[src/rtl/block_grid_upsample_render_macros.svh]
// Assertion macros shared by the block-grid renderer.
`ifndef BLOCK_GRID_UPSAMPLE_RENDER_MACROS_SVH
`define BLOCK_GRID_UPSAMPLE_RENDER_MACROS_SVH

// Same-cycle implication, checked outside reset.
`define BGUR_ASSERT_IMPL(lbl, ante, cons) \
    lbl: assert property (@(posedge i_clk) disable iff (!i_rst_n) (ante) |-> (cons)) \
        else $error("bgur check failed");

// Next-cycle implication, checked outside reset.
`define BGUR_ASSERT_NEXT(lbl, ante, cons) \
    lbl: assert property (@(posedge i_clk) disable iff (!i_rst_n) (ante) |=> (cons)) \
        else $error("bgur check failed");

`endif

[src/rtl/bgur_pkg.sv]
// Types, constant colour tables and pixel arithmetic for the block-grid renderer.
package bgur_pkg;

    localparam int BLOCK_AW = 16;
    localparam int CFG_IDX_W = 1;
    localparam int CFG_DATA_W = 9;

    localparam logic OP_LOAD = 1'b0;
    localparam logic OP_RENDER = 1'b1;

    localparam logic [CFG_IDX_W-1:0] REG_BLOCK_COLS = 1'b0;
    localparam logic [CFG_IDX_W-1:0] REG_BLOCK_ROWS = 1'b1;

    typedef struct packed {
        logic        op;
        logic [15:0] block_index;
        logic [31:0] block_word;
        logic        textured;
        logic [8:0]  pixel_x;
        logic [8:0]  pixel_y;
    } t_in_item;

    typedef struct packed {
        logic [15:0] pixel_rgb565;
        logic [7:0]  red8;
        logic [7:0]  green8;
        logic [7:0]  blue8;
    } t_out_item;

    // Per-pixel position facts that travel alongside the memory reads.
    typedef struct packed {
        logic [1:0] ph;
        logic       ecol;
        logic       erow;
    } t_side;

    localparam logic [31:0] CR_ROM [64] = '{
        32'h0692014d, 32'h07420147, 32'h07f20142, 32'h08a2013c,
        32'h09520136, 32'h0a120131, 32'h0ac2012b, 32'h0b720125,
        32'h0c22011f, 32'h0ce2011a, 32'h0d920114, 32'h0e120110,
        32'h0ea2010b, 32'h0ef20109, 32'h0f520106, 32'h0fa20103,
        32'h10020100, 32'h106200fd, 32'h10b200fa, 32'h111200f7,
        32'h116200f5, 32'h11f200f0, 32'h127200ec, 32'h132200e6,
        32'h13e200e1, 32'h149200db, 32'h154200d5, 32'h15f200cf,
        32'h16b200ca, 32'h176200c4, 32'h181200be, 32'h18c200b9,
        32'h00000000, 32'h00000000, 32'h00000000, 32'h00000000,
        32'h00802008, 32'h01004010, 32'h0280a028, 32'h05014050,
        32'hff7fdff8, 32'hfeffbff0, 32'hfd7f5fd8, 32'hfafebfb0,
        32'h00000000, 32'h00000000, 32'h00000000, 32'h00000000,
        32'h00000000, 32'h00000000, 32'h00000000, 32'h00000000,
        32'h00801008, 32'h01002010, 32'h02805028, 32'h0500a050,
        32'hff7feff8, 32'hfeffdff0, 32'hfd7fafd8, 32'hfaff5fb0,
        32'h00000000, 32'h00000000, 32'h00000000, 32'h00000000
    };

    // Lower part of the cb table; every entry above it is zero.
    localparam int CB_LO_N = 97;
    localparam logic [31:0] CB_LO [CB_LO_N] = '{
        32'h10008125, 32'h10009d22, 32'h1000b920, 32'h1000d51d,
        32'h1000f11a, 32'h10011117, 32'h10012d15, 32'h10014912,
        32'h1001650f, 32'h1001810c, 32'h10019d0a, 32'h1001b108,
        32'h1001c906, 32'h1001d504, 32'h1001e503, 32'h1001f101,
        32'h10020100, 32'h10020cff, 32'h10021cfd, 32'h100228fc,
        32'h100238fa, 32'h10024cf8, 32'h100264f6, 32'h100280f4,
        32'h10029cf1, 32'h1002b8ee, 32'h1002d4eb, 32'h1002f0e9,
        32'h10030ce6, 32'h100328e3, 32'h100344e0, 32'h100360de,
        32'h00000000, 32'h00000600, 32'h00000900, 32'h00001200,
        32'h00001600, 32'h00001800, 32'h00001900, 32'h00001a00,
        32'h00002100, 32'h00002400, 32'h00002500, 32'h00002600,
        32'h00002900, 32'h00004200, 32'h00004600, 32'h00004800,
        32'h00000000, 32'h00004900, 32'h00004a00, 32'h00005200,
        32'h00005600, 32'h00005800, 32'h00005900, 32'h00005a00,
        32'h00006000, 32'h00006100, 32'h00006200, 32'h00006400,
        32'h00006500, 32'h00006600, 32'h00006800, 32'h00006900,
        32'h00000000, 32'h00006a00, 32'h00008100, 32'h00008400,
        32'h00008500, 32'h00008600, 32'h00008900, 32'h00009000,
        32'h00009100, 32'h00009200, 32'h00009400, 32'h00009500,
        32'h00009600, 32'h00009800, 32'h00009900, 32'h00009a00,
        32'h00000000, 32'h0000a100, 32'h0000a400, 32'h0000a500,
        32'h0000a600, 32'h0000a900, 32'h00000000, 32'h00000000,
        32'h00000000, 32'h00000000, 32'h00000000, 32'h00000000,
        32'h00000000, 32'h00000000, 32'h00000000, 32'h00000000,
        32'h003f0fe8
    };

    localparam logic [31:0] STEP_ROM [4] = '{
        32'h00801008, 32'h01002010, 32'h02805028, 32'h0500a050
    };
    localparam logic [3:0] ROUND_GB [4] = '{4'd0, 4'd12, 4'd8, 4'd4};
    localparam logic [4:0] ROUND_R [4] = '{5'd24, 5'd0, 5'd8, 5'd16};

    function automatic logic [31:0] cb_lookup(input logic [7:0] idx);
        logic [31:0] v;
        v = 32'h0;
        if (idx < 8'(CB_LO_N)) begin
            v = CB_LO[idx[6:0]];
        end
        return v;
    endfunction

    function automatic logic [31:0] flat_clamp(input logic [31:0] c_in);
        logic [31:0] c;
        logic [31:0] e;
        c = c_in;
        if ((c & 32'h10020100) != 32'h0) begin
            if (c[28] && !c[29]) c = c & 32'he00fffff;
            if (c[8] && !c[9]) c = c & 32'hfffffe00;
            if (c[17] && !c[18]) c = c & 32'hfffc03ff;
        end
        e = c + 32'h00600c03;
        if ((e & 32'h10020100) != 32'h0) begin
            if (e[28]) c = (c & 32'hf00fffff) | 32'h0f900000;
            if (e[8]) c = (c & 32'hffffff00) | 32'h000000fc;
            if (e[17]) c = (c & 32'hfffe03ff) | 32'h0001f000;
        end
        return c & 32'hcff9fcff;
    endfunction

    // Expands one stored block into packed green, blue and red lanes plus flags.
    function automatic logic [31:0] expand(input logic [31:0] w, input logic tex);
        logic [31:0] y;
        logic [31:0] sum;
        y = {26'h0, w[5:0]};
        sum = CR_ROM[w[29:24]] + cb_lookup(w[23:16])
            + ((y << 22) | (y << 11) | (y << 2) | {1'b1, tex, 30'h0});
        return sum[30] ? sum : flat_clamp(sum);
    endfunction

    function automatic logic [31:0] lane_sat(input logic [31:0] v, input logic [31:0] guard,
                                             input logic [31:0] sgn, input logic [31:0] sat,
                                             input logic [31:0] clr);
        logic [31:0] r;
        r = v;
        if ((v & guard) != 32'h0) begin
            r = ((v & sgn) != 32'h0) ? (v | sat) : (v & clr);
        end
        return r;
    endfunction

    function automatic logic [31:0] step_clamp(input logic [31:0] v_in);
        logic [31:0] v;
        v = lane_sat(v_in, 32'h10000000, 32'h20000000, 32'h0ff00000, 32'hf00fffff);
        v = lane_sat(v, 32'h00000100, 32'h00000200, 32'h000000ff, 32'hffffff00);
        v = lane_sat(v, 32'h00020000, 32'h00040000, 32'h0001fc00, 32'hfffe03ff);
        return v;
    endfunction

    function automatic logic [31:0] tex_sub(input logic [31:0] w0, input logic [31:0] w4,
                                            input logic [1:0] ph);
        logic [31:0] st;
        logic [7:0]  sg;
        logic [31:0] r;
        st = STEP_ROM[w0[7:6]];
        sg = w0[15:8];
        r = w4;
        if (sg[{ph, 1'b0}]) begin
            r = w4 + st;
        end else if (sg[{ph, 1'b1}]) begin
            r = w4 - st;
        end
        return r;
    endfunction

    function automatic logic [15:0] to565(input logic [31:0] c);
        logic [31:0] t;
        t = ((c >> 12) & 32'h0000f81f) | ((c & 32'h000000fc) << 3);
        return t[15:0];
    endfunction

    function automatic logic [15:0] mix565(input logic [31:0] d, input logic [31:0] h,
                                           input logic [31:0] v, input logic [1:0] ph);
        logic [31:0] s;
        logic [10:0] g;
        logic [10:0] b;
        logic [10:0] r;
        s = (d << 1) + h + v;
        g = {1'b0, s[9:0]} + {7'h0, ROUND_GB[ph]};
        b = {1'b0, s[19:10]} + {7'h0, ROUND_GB[ph]};
        r = {1'b0, s[29:20]} + {6'h0, ROUND_R[ph]};
        return {r[9:5], g[9:4], b[8:4]};
    endfunction

endpackage

[src/rtl/bgur_shade.sv]
// Colour expansion register stage and final pixel shading register stage.
module bgur_shade (
    input  logic                   i_clk,
    input  logic                   i_en_exp,
    input  logic                   i_en_out,
    input  logic [32:0]            i_rd_self,
    input  logic [32:0]            i_rd_h,
    input  logic [32:0]            i_rd_v,
    input  bgur_pkg::t_side        i_side,
    output bgur_pkg::t_out_item    o_item
);
    logic [31:0] exp_self;
    logic [31:0] exp_h;
    logic [31:0] exp_v;
    logic [31:0] col;
    logic [31:0] r_w4;
    logic [31:0] r_word;
    logic [31:0] r_hn;
    logic [31:0] r_vn;
    bgur_pkg::t_side r_side;
    logic [31:0] col_q;
    logic [15:0] c565;
    bgur_pkg::t_out_item n_item;
    bgur_pkg::t_out_item r_item;

    assign exp_self = bgur_pkg::expand(i_rd_self[31:0], i_rd_self[32]);
    assign exp_h = bgur_pkg::expand(i_rd_h[31:0], i_rd_h[32]);
    assign exp_v = bgur_pkg::expand(i_rd_v[31:0], i_rd_v[32]);
    assign col = {2'b00, exp_self[29:0]};

    always_ff @(posedge i_clk) begin
        if (i_en_exp) begin
            r_w4 <= exp_self;
            r_word <= i_rd_self[31:0];
            // A textured neighbour stands in as the pixel's own colour.
            r_hn <= exp_h[30] ? col : {2'b00, exp_h[29:0]};
            r_vn <= exp_v[30] ? col : {2'b00, exp_v[29:0]};
            r_side <= i_side;
        end
    end

    assign col_q = {2'b00, r_w4[29:0]};

    always_comb begin
        if (r_side.ecol && !r_side.erow) begin
            c565 = bgur_pkg::to565(col_q);
        end else if (r_w4[30]) begin
            c565 = bgur_pkg::to565(bgur_pkg::step_clamp(
                bgur_pkg::tex_sub(r_word, r_w4, r_side.ph)));
        end else if (r_side.erow) begin
            c565 = bgur_pkg::mix565(col_q, col_q, col_q, r_side.ph);
        end else begin
            c565 = bgur_pkg::mix565(col_q, r_hn, r_vn, r_side.ph);
        end
        n_item.pixel_rgb565 = c565;
        n_item.red8 = {c565[15:11], c565[15:13]};
        n_item.green8 = {c565[10:5], c565[10:9]};
        n_item.blue8 = {c565[4:0], c565[4:2]};
    end

    always_ff @(posedge i_clk) begin
        if (i_en_out) begin
            r_item <= n_item;
        end
    end

    assign o_item = r_item;
endmodule

[config.mk]
export PLATFORM = sky130hd
export DESIGN_NAME = bgur_shade
export DESIGN_NICKNAME = d
export VERILOG_FILES = /design/src/rtl/block_grid_upsample_render_macros.svh /design/src/rtl/bgur_pkg.sv /design/src/rtl/bgur_shade.sv
export SDC_FILE = /design/constraint.sdc
export NUM_CORES = 1
export LEC_CHECK = 0
export ABC_AREA = 1
export BUFFER_PORTS_ARGS = -buffer_cell sky130_fd_sc_hd__buf_4
export CORE_MARGIN = 1.5
export CORE_UTILIZATION = 45
export CTS_CLUSTER_SIZE = 8
export DETAILED_ROUTE_END_ITERATION = 6
export PLACE_DENSITY = 0.62
export SLEW_MARGIN = 40
export SYNTH_ARGS = -nofsm -noshare
export SYNTH_HDL_FRONTEND = slang
export SYNTH_SLANG_ARGS = --single-unit
[constraint.sdc]
create_clock -name i_clk -period 4.8 [get_ports i_clk]
set_input_delay 0.72 -clock i_clk [delete_from_list [all_inputs] [get_ports i_clk]]
set_output_delay 0.72 -clock i_clk [all_outputs]
set_load 0.1 [all_outputs]
==> impl_metrics.yaml, run 1 <==
run_status:
  outcome: "finished, final reports clean"
worst_setup_path:
  end_kind: "flip-flop"
  regToRegEndpoint: "o_item[20]"
  crit_fanout: 5
  slowest_delay_ns: 0.42
  crit_type: "input pin to flip-flop"
  r2r_start: "r_w4[5]"
  r2r_cells: 20
  critPathLaunchType: "input pin"
  critical-path-slowest-cell: "fa_1"
  arrival_ns: 4.85
  path_delay_family: "simple AND/OR/NAND/NOR gates"
  cp.required_ns: 4.98
  crit_path_frequent_cell: "nand2_2"
  r2r_slack_ns: 0.56
  crit_buf_inv: 9
finish:
  syn2layout_area_growth_pct: 40.8
  final_area_sq_um: 33700
  multi_input_area_sq_um: 19200
  finalNonFillerCells: 5412
  final-seq-area_sq_um: 3630
  fillers: 5019
  num_antenna_cells: 0
  utilization_pct: 64.1
  fin_nets: 5120
  drive_above_1_share_pct: 29.2
logic_synthesis:
  syn_area_per_cell_sq_um: 6.20
  synth_area_sq_um: 23900
  ys_ff_latch: 121
  synth_largest_area_cell: "edfxtp_1"
  netlist_instances: 3859
  yosysTopAreaCellShare_pct: 15.2
  ys.flop_type: "edfxtp_1"
  synth_edf_count: 121
  ys_seq_area_share_pct: 15.2
  synthArstFlopShare_pct: 0
  yosys_warnings: 0
  yosys-top-cells-area: "edfxtp_1 (15%), nand2_1 (15%), ha_1 (12%)"
  ys_types: 73
  synth_fp_nets: 4268
place:
  dp.cells: 5350
  place_hpwl_mm: 72.9
  dpl_cell_area_sq_um: 31200
  portBuffers: 119
  routabilityCongestion: 1.01
global_route:
  antenna_found_initial: 0
  overflow: 0
  grt_pass1_vias: 27600
  track_usage_pct: 31.7
  grt_pass1_wl_mm: 140
  grt_max_degree: 54
power:
  power_density_nw_per_um2: 375
  peakVddDrop_mv: 0.305
  combPwrFrac_pct: 75.0
  p_leak_nw: 17.0
  cellInternalPower_mw: 6.03
  swShare_pct: 52.3
  clkPwrFrac_pct: 10.6
  finalPower_mw: 12.6
  p_seq_share_pct: 14.4
  p_sw_mw: 6.60
routing:
  drt-initial-drc-count: 2085
  num_vias: 28900
  route.detailed.drc: 0
  drtPass1Iterations: 6
  wl_per_cell_um: 16.2
  antenna_left: 0
  vias_per_cell: 5.33
  drt_wl_total_mm: 87.9
floorplan:
  io_pins: 146
  die_area_sq_um: 54600
  die_h_um: 234
  start_util_pct: 45.5
  die_x_um: 234
  num_rows: 84
  core_area_sq_um: 52600
clock_tree:
  htreeDepth: 4
  clk_latency_ns: 0.42
  cts_buffer_depth: 2
  cts_root_buf: "clkbuf_16"
  cts.clk_slew.worst_paths_ns: 0.06
  cts_tree: "built"
  cts_sinks: 121
  cts_inserted_buffers: 17
timing:
  worst_pin_slew_ns: 0.769
  min_period_ns: 4.68
  slew-limit-headroom_pct: 48.8
  post-route-period-util_pct: 97.4
  rsz0062_at_grt: "true"
  final_max_slew_viol_count: 0
  setup_viol: 0
  fin_skew_ns: 0.00827
  max_freq_mhz: 214
  finalHoldViolCount: 0
worst_hold_path:
  holdPathStages: 1
  hold_end: "r_word[14]"
  holdCritStartpoint: "i_rd_self[14]"
  hp-class: "input pin to flip-flop"
run:
  cap_viol_max_count: 0
registers in the layout, summed over array words and instances, names as in the netlist:
| register | count |
|---|---|
| r_w4 | 31 |
| r_hn | 30 |
| o_item | 16 |
| r_word | 10 |
| r_vn | 30 |
| r_side | 4 |
Yosys cell counts, types with 5 or more instances:
cell      count
o21bai_1     15
buf_1         7
o21a_1       15
o22ai_1      32
a311oi_1      5
o32ai_1       5
nor2_2        5
nand3_2       9
nor2_1      453
a21oi_1     274
nand3b_1     15
xnor2_1      16
ha_1        233
o21ai_1      10
clkbuf_1     67
a21oi_2       5
nand2_1     949
nor4_1       10
inv_1       546
or2_2        17
inv_2        12
a22oi_1      11
nand2_4       8
buf_4        25
nor3_1       64
edfxtp_1    121
clkinv_1      7
o211ai_1     34
nand3_1     285
xor2_1       35
a211oi_1     15
buf_2         7
a31oi_1      30
a21o_1        9
o21ai_0     252
o221ai_1     14
nand4_1      62
fa_1         70
nand2_2      22
o31ai_1      16
timing repair:
action,4_1_cts,5_1_grt
hold buffers,0,0
gates resized for setup,62,355
hold endpoints to repair,0,0
pin swaps,25,111
setup buffers,11,19
endpoints found under the setup margin,67,87
routing by layer:
| metal | global-route usage (%) | up-vias | wire length [um] |
|---|---|---|---|
| met5 | 0 | - | 0 |
| met4 | 9.11 | 0 | 2350 |
| met3 | 1.73 | 147 | 4570 |
| met1 | 42.9 | 13100 | 39800 |
| li1 | - | 14600 | - |
| met2 | 54.3 | 937 | 41200 |
power by group through the flow:
stage / Combinational, mW / Clock, mW / Sequential, mW
2_1_floorplan: 5.56 / 0 / 2.07
3_5_place_dp: 8.83 / 0 / 1.83
3_3_place_gp: 8.77 / 0 / 1.82
4_1_cts: 8.94 / 1.35 / 1.81
6_report: 9.47 / 1.34 / 1.82
5_1_grt: 10.5 / 1.39 / 1.85
cells by family (layout without fill, tap and decap cells):
logic type | after synthesis | count (layout) | synth area share, %
AND/OR/NAND/NOR | 1918 | 1918 | 34.3
AO/OA/AOI/OAI | 787 | 787 | 19.2
buffers and inverters | 676 | 1541 | 11.2
adder cells (fa/ha/maj) | 303 | 303 | 18.0
flip-flops | 121 | 121 | 15.2
XOR/XNOR | 54 | 54 | 2.07
worst max path at each step:
stage | from | end | slack (ns) | depth (start not counted)
floorplan | i_rd_self[16] | r_vn[26] | 0.005 | 29
global placement | i_rd_v[17] | r_vn[16] | -0.80 | 28
detailed placement | i_rd_v[17] | r_vn[16] | -0.83 | 28
CTS | i_rd_self[17] | r_vn[24] | 0.002 | 32
global route | i_rd_self[17] | r_vn[22] | -0.11 | 31
finish | i_rd_self[17] | r_vn[24] | 0.12 | 32
stage by stage:
step	TNS, ns	hold slack, ns	setup WS [ns]
2_1_floorplan	0	0.643	0.00528
3_3_place_gp	-46.84	0.765	-0.797
3_5_place_dp	-47.30	0.775	-0.831
4_1_cts	0	0.462	0.00194
5_1_grt	-2.61	0.467	-0.106
6_report	0	0.477	0.123
cell usage in the layout (no fill, tap or decap), types with 26 or more instances in the layout:
cell type | netlist | routed
buf_4 | 25 | 925
nand2_1 | 949 | 902
inv_1 | 546 | 524
nor2_1 | 453 | 381
nand3_1 | 285 | 263
a21oi_1 | 274 | 238
o21ai_0 | 252 | 216
ha_1 | 233 | 191
edfxtp_1 | 121 | 121
nor2_2 | 5 | 65
nand4_1 | 62 | 62
fa_1 | 70 | 62
nand2_2 | 22 | 61
nor3_1 | 64 | 49
a21oi_2 | 5 | 39
ha_4 | 0 | 35
o211ai_1 | 34 | 34
o21ai_1 | 10 | 33
xor2_1 | 35 | 32
o22ai_1 | 32 | 29
nand3_2 | 9 | 26
cell type report:
type	instances	area share, %
clock buffers	18	1.27
repair buffers	943	21.5
well taps	688	2.56
flip-flops and latches	121	10.8
multi-input cells	3062	57.0
inverters	566	6.42
clock inverters	14	0.505
No activity file was read; power rests on OpenSTA's default activity.
==> run 2, diff against run 1 <==
Settings changed: ABC_AREA 1 to unset, CAP_MARGIN set to 10.
==> impl_metrics.yaml, run 2 <==
run_status:
  outcome: "finished, violations left"
  violations: "setup timing"
floorplan:
  num_rows: 83
  start_util_pct: 45.5
  io_pins: 146
  core_area_sq_um: 51300
  die_h_um: 231
  die_area_sq_um: 53300
  die_x_um: 231
routing:
  route.detailed.drc: 0
  drt_wl_total_mm: 91.0
  wl_per_cell_um: 19.3
  antenna_left: 0
  drt-initial-drc-count: 2121
  vias_per_cell: 5.91
  drtPass1Iterations: 6
  num_vias: 27800
logic_synthesis:
  yosys_warnings: 0
  synth_commonest_cells: "nand2_1 (329), nor2_1 (324), a21oi_1 (315)"
  synth_edf_count: 121
  ys_types: 100
  netlist_instances: 3158
  synthArstFlopShare_pct: 0
  syn_area_per_cell_sq_um: 7.39
  synth_largest_area_cell: "edfxtp_1"
  yosysMostFrequentCell: "nand2_1"
  yosysTopAreaCellShare_pct: 15.6
  synth_area_sq_um: 23400
  yosys-top-cells-area: "edfxtp_1 (16%), ha_1 (12%), a21oi_1 (6.8%)"
  ys.flop_type: "edfxtp_1"
  ys_ff_latch: 121
  synth_fp_nets: 3567
  ys_seq_area_share_pct: 15.6
finish:
  mostFrequentLayoutCells: "buf_4 (981), nand2_1 (303), nor2_1 (271)"
  largest_register_ffs: 31
  finalNonFillerCells: 4704
  fillers: 4221
  drive_above_1_share_pct: 38.6
  mostFrequentLayoutCell: "buf_4"
  num_antenna_cells: 0
  regMostFlops: "r_w4"
  fin_nets: 4420
  reg_top3: "r_w4 x31, r_hn x30, r_vn x30"
  syn2layout_area_growth_pct: 50.7
clock_tree:
  cts_inserted_buffers: 17
  htreeDepth: 4
  cts_buffer_depth: 2
  clk_latency_ns: 0.44
  cts.clk_slew.worst_paths_ns: 0.06
  cts_tree: "built"
  cts_sinks: 121
  cts_root_buf: "clkbuf_16"
worst_hold_path:
  holdCritStartpoint: "i_rd_self[6]"
  holdPathStages: 1
  hold_end: "r_word[6]"
  hp-class: "input pin to flip-flop"
place:
  portBuffers: 119
  routabilityCongestion: 0.973
  place_hpwl_mm: 69.5
  dp.cells: 4596
worst_setup_path:
  crit_type: "input pin to flip-flop"
  regToRegEndpoint: "o_item[28]"
  cp.required_ns: 5.06
  r2r_slack_ns: 0.20
  r2r_cells: 19
  r2r_start: "r_w4[2]"
  crit_fanout: 5
  critPathLaunchType: "input pin"
  end_kind: "flip-flop"
  arrival_ns: 5.67
power:
  power_density_nw_per_um2: 381
  combPwrFrac_pct: 75.5
  swShare_pct: 49.0
  p_leak_nw: 15.6
  cellInternalPower_mw: 6.83
  finalPower_mw: 13.4
  p_sw_mw: 6.57
  p_seq_share_pct: 13.4
  clkPwrFrac_pct: 11.0
  peakVddDrop_mv: 0.392
timing:
  rsz0062_at_grt: "true"
  slew-limit-headroom_pct: 38.3
  fin_skew_ns: 0.00823
  max_freq_mhz: 185
  min_period_ns: 5.41
  worst_pin_slew_ns: 0.922
  final_max_slew_viol_count: 0
  finalHoldViolCount: 0
  fin_ws_ns: -0.608
  post-route-period-util_pct: 113
  finalSetupTns_ns: -22.20
  setup_viol: 82
global_route:
  grt_pass1_wl_mm: 139
  antenna_found_initial: 0
  grt_max_degree: 47
  track_usage_pct: 32.0
  overflow: 0
  grt_pass1_vias: 26800
run:
  cap_viol_max_count: 0
-- run 2: cells by family (layout without fill, tap and decap cells) --
logic type | after synthesis | count (layout) | synth area share (%)
compound gates | 1123 | 1123 | 30.8
simple gates | 1065 | 1065 | 21.4
buf+inv | 365 | 1229 | 6.35
fa+ha+maj | 303 | 303 | 18.5
xor+xnor | 125 | 127 | 4.75
flops | 121 | 121 | 15.6
mux | 56 | 56 | 2.64
-- run 2: worst max path at each step --
stage	startpoint	end	depth (start not counted)
global placement	i_rd_self[16]	r_hn[21]	24
finish	i_rd_self[24]	r_hn[21]	23
floorplan	i_rd_self[17]	r_vn[20]	26
detailed placement	i_rd_self[16]	r_hn[22]	24
global route	i_rd_self[17]	r_hn[21]	24
CTS	i_rd_self[24]	r_hn[24]	24
-- run 2: power groups by stage --
stage	Clock (mW)	Sequential (mW)	Combinational, mW
6_report	1.48	1.80	10.1
5_1_grt	1.52	1.83	10.8
4_1_cts	1.46	1.79	9.31
3_5_place_dp	0	1.81	8.86
3_3_place_gp	0	1.80	8.69
2_1_floorplan	0	2.14	5.63
-- run 2: worst max-delay path, stage by stage --
cell and delay [ns]:
buf_8 0.11, inv_8 0.06, ha_4 0.20, nand2b_4 0.16, o21ai_4 0.07, nor2_2 0.06, a311oi_2 0.20, a21oi_2 0.09
nor2_2 0.16, fa_1 0.47, fa_2 0.40, a211oi_4 0.22, o21ai_2 0.09, a211o_4 0.37, a211oi_4 0.30, xor2_1 0.14
nor4_2 0.32, nand4b_1 0.21, a2111oi_4 0.38, mux2i_1 0.25, buf_4 0.20, or2b_1 0.26, o22ai_1 0.21
-- run 2: layer usage --
| layer | GRT usage, % | wire length, um | part of all wire [%] | vias to the layer above |
|---|---|---|---|---|
| met1 | 41.1 | 38500 | 42 | 13200 |
| met5 | 0 | 0 | 0 | - |
| met3 | 2.45 | 4750 | 5.2 | 243 |
| met4 | 10.5 | 3880 | 4.3 | 0 |
| met2 | 56.4 | 43800 | 48 | 1064 |
| li1 | - | - | - | 13300 |
-- run 2: through the flow --
step	util, %	hold WS [ns]	setup slack, ns	instance area [sq um]
5_1_grt	68.6	0.451	-0.765	35200
3_3_place_gp	61.1	0.773	-1.33	31400
4_1_cts	65.5	0.454	-0.578	33600
2_1_floorplan	-	0.651	-0.649	24300
6_report	68.6	0.460	-0.608	35200
3_5_place_dp	61.1	0.780	-1.24	31400
-- run 2: repair_timing --
| item | in CTS | in global routing |
|---|---|---|
| endpoints found under the hold margin | 0 | 0 |
| setup buffers | 41 | 32 |
| pin swaps | 114 | 122 |
| setup endpoints to repair | 89 | 96 |
| gates resized for setup | 272 | 282 |
| hold buffers | 0 | 0 |
| gates cloned | 7 | 0 |
-- run 2: area by class of cell --
cell class	count	area [sq um]	area share (%)
Sequential cell	121	3630	10.3
Timing Repair Buffer	1060	8450	24.0
Clock buffer	20	437	1.24
Inverter	137	599	1.70
Tap cell	680	851	2.42
Multi-Input combinational cell	2674	21000	59.7
Clock inverter	12	223	0.633
